--- src/design/cartridge_bank_register_decoder_top_macros.svh ---
// ----------------------------------------------------------------------------
// cartridge bank register decoder assertion macros
// shared assertion forms for the decoder modules
// ----------------------------------------------------------------------------
`ifndef CARTRIDGE_BANK_REGISTER_DECODER_TOP_MACROS_SVH
`define CARTRIDGE_BANK_REGISTER_DECODER_TOP_MACROS_SVH

// clocked check, skipped while reset is high
`define CBRD_ASSERT(name, clk, rst, prop, msg) \
   name: assert property (@(posedge clk) disable iff (rst) prop) else $error(msg);

// clocked check that also holds through reset
`define CBRD_ASSERT_ALWAYS(name, clk, prop, msg) \
   name: assert property (@(posedge clk) prop) else $error(msg);

`endif

--- src/design/cbrd_pkg.sv ---
// ----------------------------------------------------------------------------
// cbrd_pkg
// types and codes shared by the cartridge bank register decoder
// ----------------------------------------------------------------------------
`default_nettype none

package cbrd_pkg;

   localparam int unsigned ADDR_W     = 15;
   localparam int unsigned VALUE_W    = 8;
   localparam int unsigned ROM_BANK_W = 9;
   localparam int unsigned RAM_BANK_W = 4;
   localparam int unsigned RTC_REG_W  = 4;
   localparam int unsigned KIND_W     = 3;
   localparam int unsigned CSR_IDX_W  = 2;
   localparam int unsigned CSR_DATA_W = 3;
   localparam int unsigned REQ_DATA_W = 24;
   localparam int unsigned RSP_DATA_W = 24;

   // controller kinds
   localparam logic [KIND_W-1:0] KIND_NONE = 3'd0;
   localparam logic [KIND_W-1:0] KIND_MBC1 = 3'd1;
   localparam logic [KIND_W-1:0] KIND_MBC2 = 3'd2;
   localparam logic [KIND_W-1:0] KIND_MBC3 = 3'd3;
   localparam logic [KIND_W-1:0] KIND_MBC5 = 3'd4;

   // register indexes
   localparam logic [CSR_IDX_W-1:0] CSR_KIND    = 2'd0;
   localparam logic [CSR_IDX_W-1:0] CSR_HAS_RAM = 2'd1;
   localparam logic [CSR_IDX_W-1:0] CSR_HAS_RTC = 2'd2;

   // address quarter decoded from bits 14:13
   localparam logic [1:0] ACT_RAM_EN   = 2'd0;
   localparam logic [1:0] ACT_ROM_LOW  = 2'd1;
   localparam logic [1:0] ACT_UPPER    = 2'd2;
   localparam logic [1:0] ACT_MODE     = 2'd3;

   typedef enum logic [1:0] {
      WIN_UNMAPPED = 2'd0,
      WIN_RAM      = 2'd1,
      WIN_RTC      = 2'd2
   } win_type;

   typedef struct packed {
      logic [KIND_W-1:0] kind;
      logic              has_ram;
      logic              has_rtc;
   } cfg_type;

   typedef struct packed {
      logic                  rtc_latch_pulse;
      logic [RTC_REG_W-1:0]  rtc_register;
      win_type               window_target;
      logic [RAM_BANK_W-1:0] ram_bank;
      logic [ROM_BANK_W-1:0] rom_bank;
   } map_type;

endpackage

`default_nettype wire

--- src/design/cartridge_bank_register_decoder_top.sv ---
// ----------------------------------------------------------------------------
// cartridge_bank_register_decoder_top
// bank register decoder for mbc1/mbc2/mbc3/mbc5 style cartridge writes
// ----------------------------------------------------------------------------
//  channel  direction  handshake              payload
//  req      in         req_tvalid/req_tready  address, value
//  rsp      out        rsp_tvalid/rsp_tready  rom_bank, ram_bank, window, rtc reg, pulse
//  csr      in         csr_valid/csr_ready    register index, write data
//
//  one item per cycle sustained while rsp is not stalled; an accepted req reaches rsp_tvalid
//  through the input register, then the bank update into the result register
//  reset loads the default config, bank state and both valid flags
//  a stalled rsp holds the result; the input register still fills behind it
// ----------------------------------------------------------------------------
`default_nettype none

module cartridge_bank_register_decoder_top
   import cbrd_pkg::*;
(
   input  wire logic                  clock,
   input  wire logic                  reset,
   input  wire logic                  req_tvalid,
   output      logic                  req_tready,
   input  wire logic [REQ_DATA_W-1:0] req_tdata,  // address[14:0], value[22:15], zero pad
   output      logic                  rsp_tvalid,
   input  wire logic                  rsp_tready,
   output      logic [RSP_DATA_W-1:0] rsp_tdata,  // rom_bank[8:0], ram_bank[12:9],
                                                  // window_target[14:13], rtc_register[18:15],
                                                  // rtc_latch_pulse[19], zero pad
   input  wire logic                  csr_valid,
   output      logic                  csr_ready,
   input  wire logic [CSR_IDX_W-1:0]  csr_index,
   input  wire logic [CSR_DATA_W-1:0] csr_wdata
);

`include "cartridge_bank_register_decoder_top_macros.svh"

   cfg_type              cfg;
   map_type              map_next;
   map_type              rsp_map_ff;
   logic                 in_valid_ff;
   logic [ADDR_W-1:0]    in_addr_ff;
   logic [VALUE_W-1:0]   in_value_ff;
   logic                 rsp_valid_ff;
   logic                 out_ready;
   logic                 advance;

   assign out_ready  = !rsp_valid_ff || rsp_tready;
   assign advance    = in_valid_ff && out_ready;
   assign req_tready = !in_valid_ff || out_ready;
   assign rsp_tvalid = rsp_valid_ff;
   assign rsp_tdata  = {(RSP_DATA_W - $bits(map_type))'(0), rsp_map_ff};

   cbrd_csr u_csr (
      .clock     (clock),
      .reset     (reset),
      .csr_valid (csr_valid),
      .csr_ready (csr_ready),
      .csr_index (csr_index),
      .csr_wdata (csr_wdata),
      .cfg       (cfg)
   );

   cbrd_core u_core (
      .clock    (clock),
      .reset    (reset),
      .cfg      (cfg),
      .step     (advance),
      .address  (in_addr_ff),
      .value    (in_value_ff),
      .map_next (map_next)
   );

   // input register
   always_ff @(posedge clock) begin
      if (reset) begin
         in_valid_ff <= 1'b0;
      end else if (req_tready) begin
         in_valid_ff <= req_tvalid;
      end
   end

   always_ff @(posedge clock) begin
      if (req_tvalid && req_tready) begin
         in_addr_ff  <= req_tdata[ADDR_W-1:0];
         in_value_ff <= req_tdata[ADDR_W+VALUE_W-1:ADDR_W];
      end
   end

   // result register
   always_ff @(posedge clock) begin
      if (reset) begin
         rsp_valid_ff <= 1'b0;
      end else if (out_ready) begin
         rsp_valid_ff <= in_valid_ff;
      end
   end

   always_ff @(posedge clock) begin
      if (advance) begin
         rsp_map_ff <= map_next;
      end
   end

   `CBRD_ASSERT(a_advance_gives_rsp, clock, reset, advance |=> rsp_valid_ff, "result lost after update")
   `CBRD_ASSERT(a_blocked_item_held, clock, reset, (in_valid_ff && !out_ready) |=> (in_valid_ff && $stable(in_addr_ff) && $stable(in_value_ff)), "stalled item dropped")
   `CBRD_ASSERT(a_not_ready_full, clock, reset, !req_tready |-> (in_valid_ff && rsp_valid_ff), "input stalled with room")

endmodule

`default_nettype wire

--- src/design/cbrd_csr.sv ---
// ----------------------------------------------------------------------------
// cbrd_csr
// configuration registers: controller kind, ram present, rtc present
// ----------------------------------------------------------------------------
`default_nettype none

module cbrd_csr
   import cbrd_pkg::*;
(
   input  wire logic                  clock,
   input  wire logic                  reset,
   input  wire logic                  csr_valid,
   output      logic                  csr_ready,
   input  wire logic [CSR_IDX_W-1:0]  csr_index,
   input  wire logic [CSR_DATA_W-1:0] csr_wdata,
   output      cfg_type               cfg
);

   cfg_type cfg_ff;
   cfg_type cfg_in;

   assign csr_ready = 1'b1;
   assign cfg       = cfg_ff;

   always_comb begin
      cfg_in = cfg_ff;
      if (csr_valid) begin
         case (csr_index)
            CSR_KIND:    cfg_in.kind    = csr_wdata[KIND_W-1:0];
            CSR_HAS_RAM: cfg_in.has_ram = csr_wdata[0];
            CSR_HAS_RTC: cfg_in.has_rtc = csr_wdata[0];
            default:     cfg_in = cfg_ff;
         endcase
      end
   end

   always_ff @(posedge clock) begin
      if (reset) begin
         cfg_ff.kind    <= KIND_MBC1;
         cfg_ff.has_ram <= 1'b1;
         cfg_ff.has_rtc <= 1'b0;
      end else begin
         cfg_ff <= cfg_in;
      end
   end

endmodule

`default_nettype wire

--- src/design/cbrd_core.sv ---
// ----------------------------------------------------------------------------
// cbrd_core
// bank register state and the per-write update for each controller kind
// ----------------------------------------------------------------------------
`default_nettype none

module cbrd_core
   import cbrd_pkg::*;
(
   input  wire logic               clock,
   input  wire logic               reset,
   input  wire cfg_type            cfg,
   input  wire logic               step,
   input  wire logic [ADDR_W-1:0]  address,
   input  wire logic [VALUE_W-1:0] value,
   output map_type                 map_next
);

`include "cartridge_bank_register_decoder_top_macros.svh"

   logic [ROM_BANK_W-1:0] rom_bank_ff, rom_bank_in;
   logic [RAM_BANK_W-1:0] ram_bank_ff, ram_bank_in;
   win_type               window_ff, window_in;
   logic [RTC_REG_W-1:0]  rtc_sel_ff, rtc_sel_in;
   logic                  mode_ff, mode_in;
   logic                  latch_ff, latch_in;
   logic                  pulse;

   logic [1:0]            action;
   logic                  ram_present;
   logic [3:0]            nib;
   logic [4:0]            low5;
   logic [ROM_BANK_W-1:0] cur;

   function automatic logic [ROM_BANK_W-1:0] nonzero_bank(input logic [ROM_BANK_W-1:0] b);
      return (b == '0) ? ROM_BANK_W'(1) : b;
   endfunction

   assign action      = address[14:13];
   assign ram_present = cfg.has_ram || (cfg.kind == KIND_MBC2);
   assign nib         = value[3:0];
   assign low5        = (value[4:0] == 5'd0) ? 5'd1 : value[4:0];
   assign cur         = mode_ff ? {4'd0, rom_bank_ff[4:0]} : rom_bank_ff;

   always_comb begin
      rom_bank_in = rom_bank_ff;
      ram_bank_in = ram_bank_ff;
      window_in   = window_ff;
      rtc_sel_in  = rtc_sel_ff;
      mode_in     = mode_ff;
      latch_in    = latch_ff;
      pulse       = 1'b0;
      case (cfg.kind)
         KIND_MBC1: begin
            case (action)
               ACT_RAM_EN: begin
                  if (nib == 4'ha) begin
                     if (ram_present) window_in = WIN_RAM;
                  end else begin
                     window_in = WIN_UNMAPPED;
                  end
               end
               ACT_ROM_LOW: rom_bank_in = {1'b0, cur[7:5], low5};
               ACT_UPPER: begin
                  if (mode_ff) begin
                     if (ram_present) ram_bank_in = {2'd0, value[1:0]};
                  end else begin
                     rom_bank_in = nonzero_bank({2'd0, value[1:0], rom_bank_ff[4:0]});
                  end
               end
               default: mode_in = value[0];
            endcase
         end
         KIND_MBC2: begin
            case (action)
               ACT_RAM_EN: begin
                  if (!address[8]) begin
                     if (nib == 4'ha) begin
                        window_in = WIN_RAM;
                     end else begin
                        window_in = WIN_UNMAPPED;
                     end
                  end
               end
               ACT_ROM_LOW: begin
                  if (address[8]) rom_bank_in = nonzero_bank({5'd0, value[3:0]});
               end
               default: ;
            endcase
         end
         KIND_MBC3: begin
            case (action)
               ACT_RAM_EN: begin
                  // only a zero nibble unmaps here
                  if (nib == 4'ha) begin
                     if (ram_present) window_in = WIN_RAM;
                  end else if (nib == 4'h0) begin
                     window_in = WIN_UNMAPPED;
                  end
               end
               ACT_ROM_LOW: rom_bank_in = nonzero_bank({2'd0, value[6:0]});
               ACT_UPPER: begin
                  if (value < 8'h04 && ram_present) begin
                     ram_bank_in = value[3:0];
                     window_in   = WIN_RAM;
                  end else if (value >= 8'h08 && value < 8'h0d && cfg.has_rtc) begin
                     rtc_sel_in = value[3:0];
                     window_in  = WIN_RTC;
                  end
               end
               default: begin
                  pulse    = !latch_ff && (value == 8'h01) && cfg.has_rtc;
                  latch_in = (value != 8'h00);
               end
            endcase
         end
         KIND_MBC5: begin
            case (action)
               ACT_RAM_EN: begin
                  if (nib == 4'ha) begin
                     if (ram_present) window_in = WIN_RAM;
                  end else begin
                     window_in = WIN_UNMAPPED;
                  end
               end
               ACT_ROM_LOW: begin
                  if (address[12]) begin
                     rom_bank_in = nonzero_bank({value[0], rom_bank_ff[7:0]});
                  end else begin
                     rom_bank_in = nonzero_bank({rom_bank_ff[8], value});
                  end
               end
               ACT_UPPER: begin
                  if (value < 8'h10 && ram_present) begin
                     ram_bank_in = value[3:0];
                     window_in   = WIN_RAM;
                  end
               end
               default: ;
            endcase
         end
         default: ;
      endcase
   end

   always_ff @(posedge clock) begin
      if (reset) begin
         rom_bank_ff <= ROM_BANK_W'(1);
         ram_bank_ff <= '0;
         window_ff   <= WIN_RAM;
         rtc_sel_ff  <= RTC_REG_W'(8);
         mode_ff     <= 1'b0;
         latch_ff    <= 1'b0;
      end else if (step) begin
         rom_bank_ff <= rom_bank_in;
         ram_bank_ff <= ram_bank_in;
         window_ff   <= window_in;
         rtc_sel_ff  <= rtc_sel_in;
         mode_ff     <= mode_in;
         latch_ff    <= latch_in;
      end
   end

   always_comb begin
      map_next.rom_bank        = rom_bank_in;
      map_next.ram_bank        = ram_bank_in;
      map_next.window_target   = window_in;
      map_next.rtc_register    = rtc_sel_in;
      map_next.rtc_latch_pulse = pulse;
   end

   `CBRD_ASSERT(a_rom_bank_nonzero, clock, reset, rom_bank_ff != '0, "rom bank is zero")
   `CBRD_ASSERT(a_pulse_mbc3_rtc, clock, reset, pulse |-> (cfg.kind == KIND_MBC3 && cfg.has_rtc), "latch pulse outside mbc3 with rtc")
   `CBRD_ASSERT(a_pulse_sets_history, clock, reset, (step && pulse) |=> latch_ff, "latch history not set after pulse")

endmodule

`default_nettype wire

--- config.mk ---
export PLATFORM = sky130hd
export DESIGN_NAME = cartridge_bank_register_decoder_top
export DESIGN_NICKNAME = d
export VERILOG_FILES = /design/src/design/cbrd_pkg.sv /design/src/design/cartridge_bank_register_decoder_top.sv /design/src/design/cbrd_csr.sv /design/src/design/cbrd_core.sv
export VERILOG_INCLUDE_DIRS = /design/src /design/src/design
export SDC_FILE = /design/constraint.sdc
export NUM_CORES = 1
export LEC_CHECK = 0
export ABC_CLOCK_PERIOD_IN_PS = 4900
export BUFFER_PORTS_ARGS = -buffer_cell sky130_fd_sc_hd__clkbuf_2
export CAP_MARGIN = 20
export CORE_AREA = 2 2 92 94
export CTS_BUF_LIST = sky130_fd_sc_hd__clkbuf_8
export DETAILED_ROUTE_END_ITERATION = 10
export DIE_AREA = 0 0 94 96
export GPL_ROUTABILITY_DRIVEN = 0
export PLACE_DENSITY = 0.69
export RECOVER_POWER = 25
export REMOVE_ABC_BUFFERS = 1
export SKIP_LAST_GASP = 1
export SLEW_MARGIN = 15
export SYNTH_ARGS = -nofsm -noshare
export SYNTH_HDL_FRONTEND = slang
export SYNTH_HIERARCHICAL = 1
export SYNTH_SLANG_ARGS = --single-unit
export TNS_END_PERCENT = 30
--- constraint.sdc ---
create_clock -name clock -period 4.9 [get_ports clock]
set_input_delay 0.735 -clock clock [delete_from_list [all_inputs] [get_ports clock]]
set_output_delay 0.735 -clock clock [all_outputs]
set_load 0.005 [all_outputs]
Word-level counts from Yosys, hierarchy flattened
Cells that the tools add are included.
{ "totals": {"ff_bits": 71, "inputBits": 34, "out_inout_bits": 27, "word_cells": 105} }
{ "classes": {"n_lt_le_gt_ge": 4, "n_eq_ne": 10, "muxes": 41, "bitwise": 2, "reduce_logical": 30} }
{ "op_table": {"columns": ["operator", "n"], "rows": [
  ["$mux 9", 8],
  ["$mux 4", 12],
  ["$pmux 9 s4", 1],
  ["$mux 2", 10],
  ["$logic_not 9->1", 2],
  ["$pmux 9 s2", 1],
  ["$logic_not 7->1", 2],
  ["$mux 7", 2],
  ["$pmux 4 s3", 1],
  ["$eq 8x1->1 const B", 1],
  ["$ge 8x4->1 const B", 1],
  ["$logic_and 1x1->1", 8],
  ["$lt 8x3->1 const B", 1],
  ["$lt 8x4->1 const B", 1],
  ["$lt 8x5->1 const B", 1],
  ["$mux 8", 1],
  ["$pmux 2 s2", 2],
  ["$pmux 2 s4", 1],
  ["$reduce_bool 8->1", 1],
  ["$eq 3x2->1 const B", 2],
  ["$reduce_and 2->1", 3],
  ["$reduce_and 3->1", 2],
  ["$logic_not 5->1", 1],
  ["$mux 5", 1],
  ["13 further kinds", 21]
]} }

Longest topological paths before layout
Gate-level depths: netlist (run 1).
{ "depth": {"word_depth": 7, "mapped_depth": 8, "ltp_nobuf": 7} }

Cells and area by module
The synthesis (run 1) kept the hierarchy.
{ "modules_own_cells": {"columns": ["module", "instances", "cells_each", "area_each_um2", "seq_area_each_um2"], "rows": [
  ["cbrd_core", 1, 261, 1883.1, 420.4],
  ["cartridge_bank_register_decoder_top", 1, 58, 1428.9, 1331.3],
  ["cbrd_csr", 1, 24, 244.0, 100.1]
]} }

Worst setup path after synthesis (run 1)
No wires, ideal clock.
{ "synth_path": {"path_type": "reg-to-reg", "from": "register in_value_ff[6]", "to": "register rsp_map_ff (netlist bit rsp_tdata[15]), data pin", "setup_time_ns": 0.260, "t_arrival_ns": 1.811, "required_ns": 4.640, "setup_slack_ns": 2.829, "stages_incl_launch_ff": 4, "n_path_buf": 0, "synth_period_minus_slack_ns": 2.071, "path_cell_list": "edfxtp_1 or4_4 nor4_4 mux2_2"} }
{ "synth_lines": {"columns": ["item", "line_no", "text"], "rows": [
  ["start: declaration", "cartridge_bank_register_decoder_top.sv:43", "logic [VALUE_W-1:0] in_value_ff;"],
  ["start signal: assignment", "cartridge_bank_register_decoder_top.sv:86", "in_value_ff <= req_tdata[ADDR_W+VALUE_W-1:ADDR_W];"],
  ["end signal: assignment", "cartridge_bank_register_decoder_top.sv:101", "rsp_map_ff <= map_next;"],
  ["end: declaration", "cartridge_bank_register_decoder_top.sv:40", "map_type rsp_map_ff;"]
]} }

==> results of run 1 <==
layout make-up:
type	count	area, sq um	area share
multi-input combinational	238	1540	0.424
timing repair buffer	44	221	0.0612
clock buffer	10	138	0.0380
inverter	13	48.8	0.0135
clock inverter	6	25.0	0.00691
sequential	60	1520	0.420
tap	105	131	0.0363
through the flow:
step,cell area [sq um],hold WS [ps],std cells,total power [mW],utilization
finish,3620,451,476,1.05,0.450
global route,3620,474,476,1.10,0.450
CTS,3640,453,476,1.06,0.452
detailed placement,3470,439,460,0.695,0.432
global placement,3470,411,460,0.694,0.432
floorplan,3120,401,311,0.648,-
power by group:
group | leakage (nW) | switching (mW) | total [mW] | internal, mW
Clock | 0.101 | 0.180 | 0.368 | 0.188
Combinational | 0.745 | 0.0678 | 0.113 | 0.0450
Sequential | 0.534 | 0.0232 | 0.573 | 0.549
final timing paths:
path,startpoint,end,slack (ps),depth (start not counted)
min reg2reg,u_core/rtc_sel_ff[3]$_SDFFE_PP1P_,u_core/rtc_sel_ff[3]$_SDFFE_PP1P_,450,2
min,u_core/rtc_sel_ff[3]$_SDFFE_PP1P_,u_core/rtc_sel_ff[3]$_SDFFE_PP1P_,450,2
max reg2reg,u_csr/cfg[4]$_SDFFE_PP0P_,rsp_tdata[0]$_DFFE_PP_,2440,5
max,u_csr/cfg[4]$_SDFFE_PP0P_,rsp_tdata[0]$_DFFE_PP_,2440,5
tightest hold or removal path: stages (launching register included):
cell and delay [ps]:
dfxtp_1 330, nor2_1 50, nand2_1 50
metal layers:
| metal | vias up | wire [um] | track usage |
|---|---|---|---|
| li1 | 1296 | - | - |
| met1 | 1284 | 3040 | 0.226 |
| met4 | 0 | 245 | 0.0930 |
| met2 | 125 | 3330 | 0.258 |
| met5 | - | 0 | 0 |
| met3 | 28 | 541 | 0.0352 |
flip-flops by register name, summed over array words and instances, names as in the netlist:
name	flops
in_addr_ff	4
in_valid_ff	1
in_value_ff	8
rsp_tdata	20
rsp_tvalid	1
u_core/latch_ff	1
u_core/mode_ff	1
u_core/ram_bank_ff	4
u_core/rom_bank_ff	9
u_core/rtc_sel_ff	4
u_core/window_ff	2
u_csr/cfg	5
==> run_results.csv, run 1 <==
group,metric,value,unit
run_status,outcome,"finished clean",
sta,finalSetupViolCount,0,
routing,drcViolationCount,0,
sta,tns,0,ps
routing,drt-pass1-iter-count,5,
sta,fin_crit_sh,0.502,
routing,viasPerCell,5.74,
sta,min_period,2460,ps
die,die-width,94,um
clocking,cts-root-buf,"clkbuf_8",
yosys,post_synth.cell_area_avg,9.72,sq um
clocking,cts_hold_buffers,0,
worst_hold_path,min_path_type,"reg -> reg",
routing,finalWirelength,7.16,mm
clocking,cts_tree,"yes",
placement,hpwl,4.95,mm
die,std_cell_rows,33,
clocking,worst_skew_pair.late_latency,340,ps
power_and_ir_drop,power_density,291,nW/um^2
job,drv_cap,0,
sta,skew,8.21,ps
sta,rsz0062_at_grt,"no",
worst_setup_path,crit_family,"simple AND/OR/NAND/NOR gates",
worst_setup_path,cp_cell_sequence,"nor3b_2 > nor2_1 > o221a_2 > a211oi_1 > nand3_1",
global_route,globalRouteOverflowTotal,0,
routing,wl_per_cell,15.0,um
die,core,8050,sq um
clocking,cts_num_sinks,60,
clocking,cts_inserted_buffers,9,
cells_and_area,most-common-layout-cells,"clkbuf_2 (42), edfxtp_1 (32), dfxtp_1 (28)",
global_route,antenna_found_initial,0,
yosys,netlist_instances,332,
placement,post-place-ws,2340,ps
routing,drt_iter0_drc,266,
cells_and_area,mostFrequentLayoutCell,"clkbuf_2",
power_and_ir_drop,leakagePower,1.38,nW
yosys,yosysWarnings,6,
power_and_ir_drop,vdd_ir_drop_max,0.000184,V
routing,drtAntennaViolNets,0,
worst_setup_path,path_max_fanout,16,
cells_and_area,n_antenna_cell,0,
die,start_util,0.401,
placement,io_buffers,43,
sta,finalWorstSetupSlack,2440,ps
worst_setup_path,cp-start-kind,"register",
clocking,cts_max_level,3,
die,dieArea,9020,sq um
clocking,clkSlewWorstSetupHoldPaths,60,ps
clocking,cts_setup_buffers,0,
global_route,grt_usage,0.170,
global_route,grt_max_degree,42,
worst_setup_path,slowest_delay,640,ps
worst_setup_path,arrival,2530,ps
worst_setup_path,cpMaxStageDelayCell,"dfxtp_1",
routing,route.vias.total,2733,
sta,max_freq,407,MHz
cells_and_area,drive_above_1_share,0.194,
die,ios,61,
die,chipHeight,96,um
global_route,grt_pass1_vias,2448,
cells_and_area,fill_cells,784,
global_route,grt_pass1_wl,11.8,mm
yosys,netlist_area,3230,sq um
sta,slew_viol_final,0,
sta,worst_slew_pin_slew,1290,ps
worst_setup_path,cp-end-kind,"register",
worst_setup_path,crit_buf_inv,0,
cells_and_area,nets,404,
sta,slew_headroom,0.143,
sta,finalHoldViolCount,0,
clocking,cts_resized,0,
worst_setup_path,path_class,"reg -> reg",
cells_and_area,syn_to_final_growth,12.3,%
clocking,cts_buffer_depth,2,
worst_setup_path,cp.required,4970,ps
Power figures use the tool's default switching activity.
==> run 2, diff against run 1 <==
--- a/config.mk
+++ b/config.mk
@@ -6,15 +6,16 @@
 export SDC_FILE = /design/constraint.sdc
 export NUM_CORES = 1
 export LEC_CHECK = 0
-export ABC_CLOCK_PERIOD_IN_PS = 4900
+export ABC_AREA = 1
+export ABC_CLOCK_PERIOD_IN_PS = 2200
 export BUFFER_PORTS_ARGS = -buffer_cell sky130_fd_sc_hd__clkbuf_2
 export CAP_MARGIN = 20
-export CORE_AREA = 2 2 92 94
+export CORE_AREA = 2 2 96 98
 export CTS_BUF_LIST = sky130_fd_sc_hd__clkbuf_8
 export DETAILED_ROUTE_END_ITERATION = 10
-export DIE_AREA = 0 0 94 96
+export DIE_AREA = 0 0 98 100
 export GPL_ROUTABILITY_DRIVEN = 0
-export PLACE_DENSITY = 0.69
+export PLACE_DENSITY = 0.7
 export RECOVER_POWER = 25
 export REMOVE_ABC_BUFFERS = 1
 export SKIP_LAST_GASP = 1
==> constraint.sdc (replaced) <==
create_clock -name clock -period 2.2 [get_ports clock]
set_input_delay 0.33 -clock clock [delete_from_list [all_inputs] [get_ports clock]]
set_output_delay 0.33 -clock clock [all_outputs]
set_load 0.005 [all_outputs]
==> run 2 against run 1 <==
  * Clock skew about the same
  * Critical endpoint is now rsp_tdata[11]$_DFFE_PP_
  * Critical path depth increased by 4
  * Non-clock buffer count increased by 3
  * Sequential power up 130%
  * Worst setup slack worse by 2200 ps
  * Combinational power rose to 3.7 times the previous value
  * Sequential cell count unchanged
  * Sequential share of layout area down 4.0 points
  * Synthesized cell count up 41%
==> run_results.csv, run 2 <==
group,metric,value,unit
placement,place_area,3780,sq um
cells_and_area,design_area,4000,sq um
cells_and_area,syn_to_final_growth,14.5,%
sta,finalHoldViolCount,0,
die,std_cell_rows,35,
clocking,cts_inserted_buffers,9,
global_route,grt_pass1_wl,14.0,mm
sta,rsz0062_at_grt,"no",
routing,viasPerCell,5.20,
clocking,cts-root-buf,"clkbuf_8",
clocking,cts_buffer_depth,2,
worst_setup_path,cp_cell_sequence,"inv_1 > ha_1 > nand2_1 > nor2_1 > o22ai_1 > nor2_4 > nand2_2 > nand2_1 > o21ai_0",
worst_setup_path,path_max_fanout,9,
routing,finalWirelength,8.46,mm
die,ios,61,
sta,slew_viol_final,0,
yosys,post_synth.cell_area_avg,7.49,sq um
sta,tns,0,ps
placement,io_buffers,43,
worst_setup_path,path_class,"reg -> reg",
worst_hold_path,min_path_type,"in -> reg",
clocking,cts_num_sinks,60,
power_and_ir_drop,vdd_ir_drop_max,0.000434,V
worst_setup_path,r2r_end,"rsp_tdata[11]$_DFFE_PP_",
clocking,cts_hold_buffers,0,
worst_setup_path,crit_top_cell,"nand2_1",
global_route,globalRouteOverflowTotal,0,
job,drv_cap,0,
sta,finalSetupViolCount,0,
worst_setup_path,arrival,2070,ps
worst_setup_path,cp.required,2290,ps
worst_setup_path,crit-reg2reg-launch,"in_addr_ff[13]$_DFFE_PP_",
cells_and_area,drive_above_1_share,0.177,
die,start_util,0.393,
worst_setup_path,crit_buf_inv,1,
die,core,8890,sq um
sta,max_freq,504,MHz
yosys,yosysWarnings,6,
global_route,grt_usage,0.177,
die,chipHeight,100,um
clocking,cts_tree,"yes",
global_route,grt_max_degree,46,
worst_setup_path,crit_family,"simple AND/OR/NAND/NOR gates",
sta,fin_crit_sh,0.902,
cells_and_area,largest_reg_flops,20,
clocking,cts_max_level,3,
clocking,clkSlewWorstSetupHoldPaths,70,ps
global_route,grt_pass1_vias,2982,
worst_setup_path,cpMaxStageDelayCell,"edfxtp_1",
cells_and_area,mostFrequentLayoutCell,"nand2_1",
worst_setup_path,slowest_delay,430,ps
yosys,netlist_area,3500,sq um
cells_and_area,n_antenna_cell,0,
placement,hpwl,6.04,mm
sta,slew_headroom,0.572,
sta,min_period,1980,ps
cells_and_area,nets,546,
routing,drt-pass1-iter-count,5,
global_route,antenna_found_initial,0,
die,dieArea,9800,sq um
power_and_ir_drop,leakagePower,1.90,nW
routing,drcViolationCount,0,
sta,worst_slew_pin_slew,641,ps
power_and_ir_drop,p_total,2.83,mW
worst_setup_path,ff2ff_path_depth,9,
routing,wl_per_cell,13.6,um
cells_and_area,final_core_util,0.450,
die,die-width,98,um
power_and_ir_drop,power_density,707,nW/um^2
worst_setup_path,cp-end-kind,"register",
clocking,worst_skew_pair.late_latency,340,ps
run_status,outcome,"finished clean",
worst_setup_path,cp-start-kind,"register",
worst_hold_path,holdPathStages,1,
worst_hold_path,min_from,"req_tdata[13]",
routing,drt_iter0_drc,386,
sta,skew,8.05,ps
worst_setup_path,worst-r2r-setup-slack,220,ps
yosys,netlist_instances,467,
routing,drtAntennaViolNets,0,
cells_and_area,most-common-layout-cells,"nand2_1 (129), inv_1 (56), clkbuf_2 (41)",
routing,route.vias.total,3242,
worst_hold_path,min_to,"in_addr_ff[13]$_DFFE_PP_",
## run 2: worst max-delay path by stage
stage	from	to	cells past startpoint	slack (ps)
floorplan	rsp_tready	u_core/latch_ff$_SDFFE_PP0P_	6	-1300
global placement	in_addr_ff[14]$_DFFE_PP_	rsp_tdata[5]$_DFFE_PP_	9	140
detailed placement	in_addr_ff[14]$_DFFE_PP_	u_core/rom_bank_ff[5]$_SDFFE_PP0P_	11	60
CTS	in_addr_ff[14]$_DFFE_PP_	u_core/rom_bank_ff[5]$_SDFFE_PP0P_	11	70
global route	in_addr_ff[13]$_DFFE_PP_	u_core/ram_bank_ff[0]$_SDFFE_PP0P_	11	40
finish	in_addr_ff[13]$_DFFE_PP_	rsp_tdata[11]$_DFFE_PP_	9	220
## run 2: through the flow
step	instances	hold WS (ps)	worst slack (ps)
floorplan	450	392	-1300
global placement	608	441	135
detailed placement	608	450	61.2
CTS	624	148	69.6
global route	624	148	43.7
finish	624	159	216
## run 2: layout make-up
cell class / instances / area (sq um)
clock buffer: 9 / 124
clock inverter: 7 / 100
fill: 881 / 4890
inverter: 63 / 238
multi-input combinational: 327 / 1640
sequential: 60 / 1520
tap: 111 / 139
timing repair buffer: 47 / 243
## run 2: what timing repair did
item,4_1_cts,5_1_grt
setup endpoints to repair,0,11
gates resized for setup,0,1
buffers inserted,0,0
## run 2: metal layers
layer / vias up / wire length, um / track usage
li1: 1612 / - / -
met1: 1461 / 3820 / 0.233
met2: 152 / 3850 / 0.287
met3: 17 / 644 / 0.0404
met4: 0 / 155 / 0.0684
met5: - / 0 / 0
## run 2: power by group
group	total (mW)	internal, mW	switching, mW
combinational	0.413	0.138	0.275
clock	1.11	0.645	0.466
sequential	1.31	1.25	0.0559
total	2.83	2.04	0.796
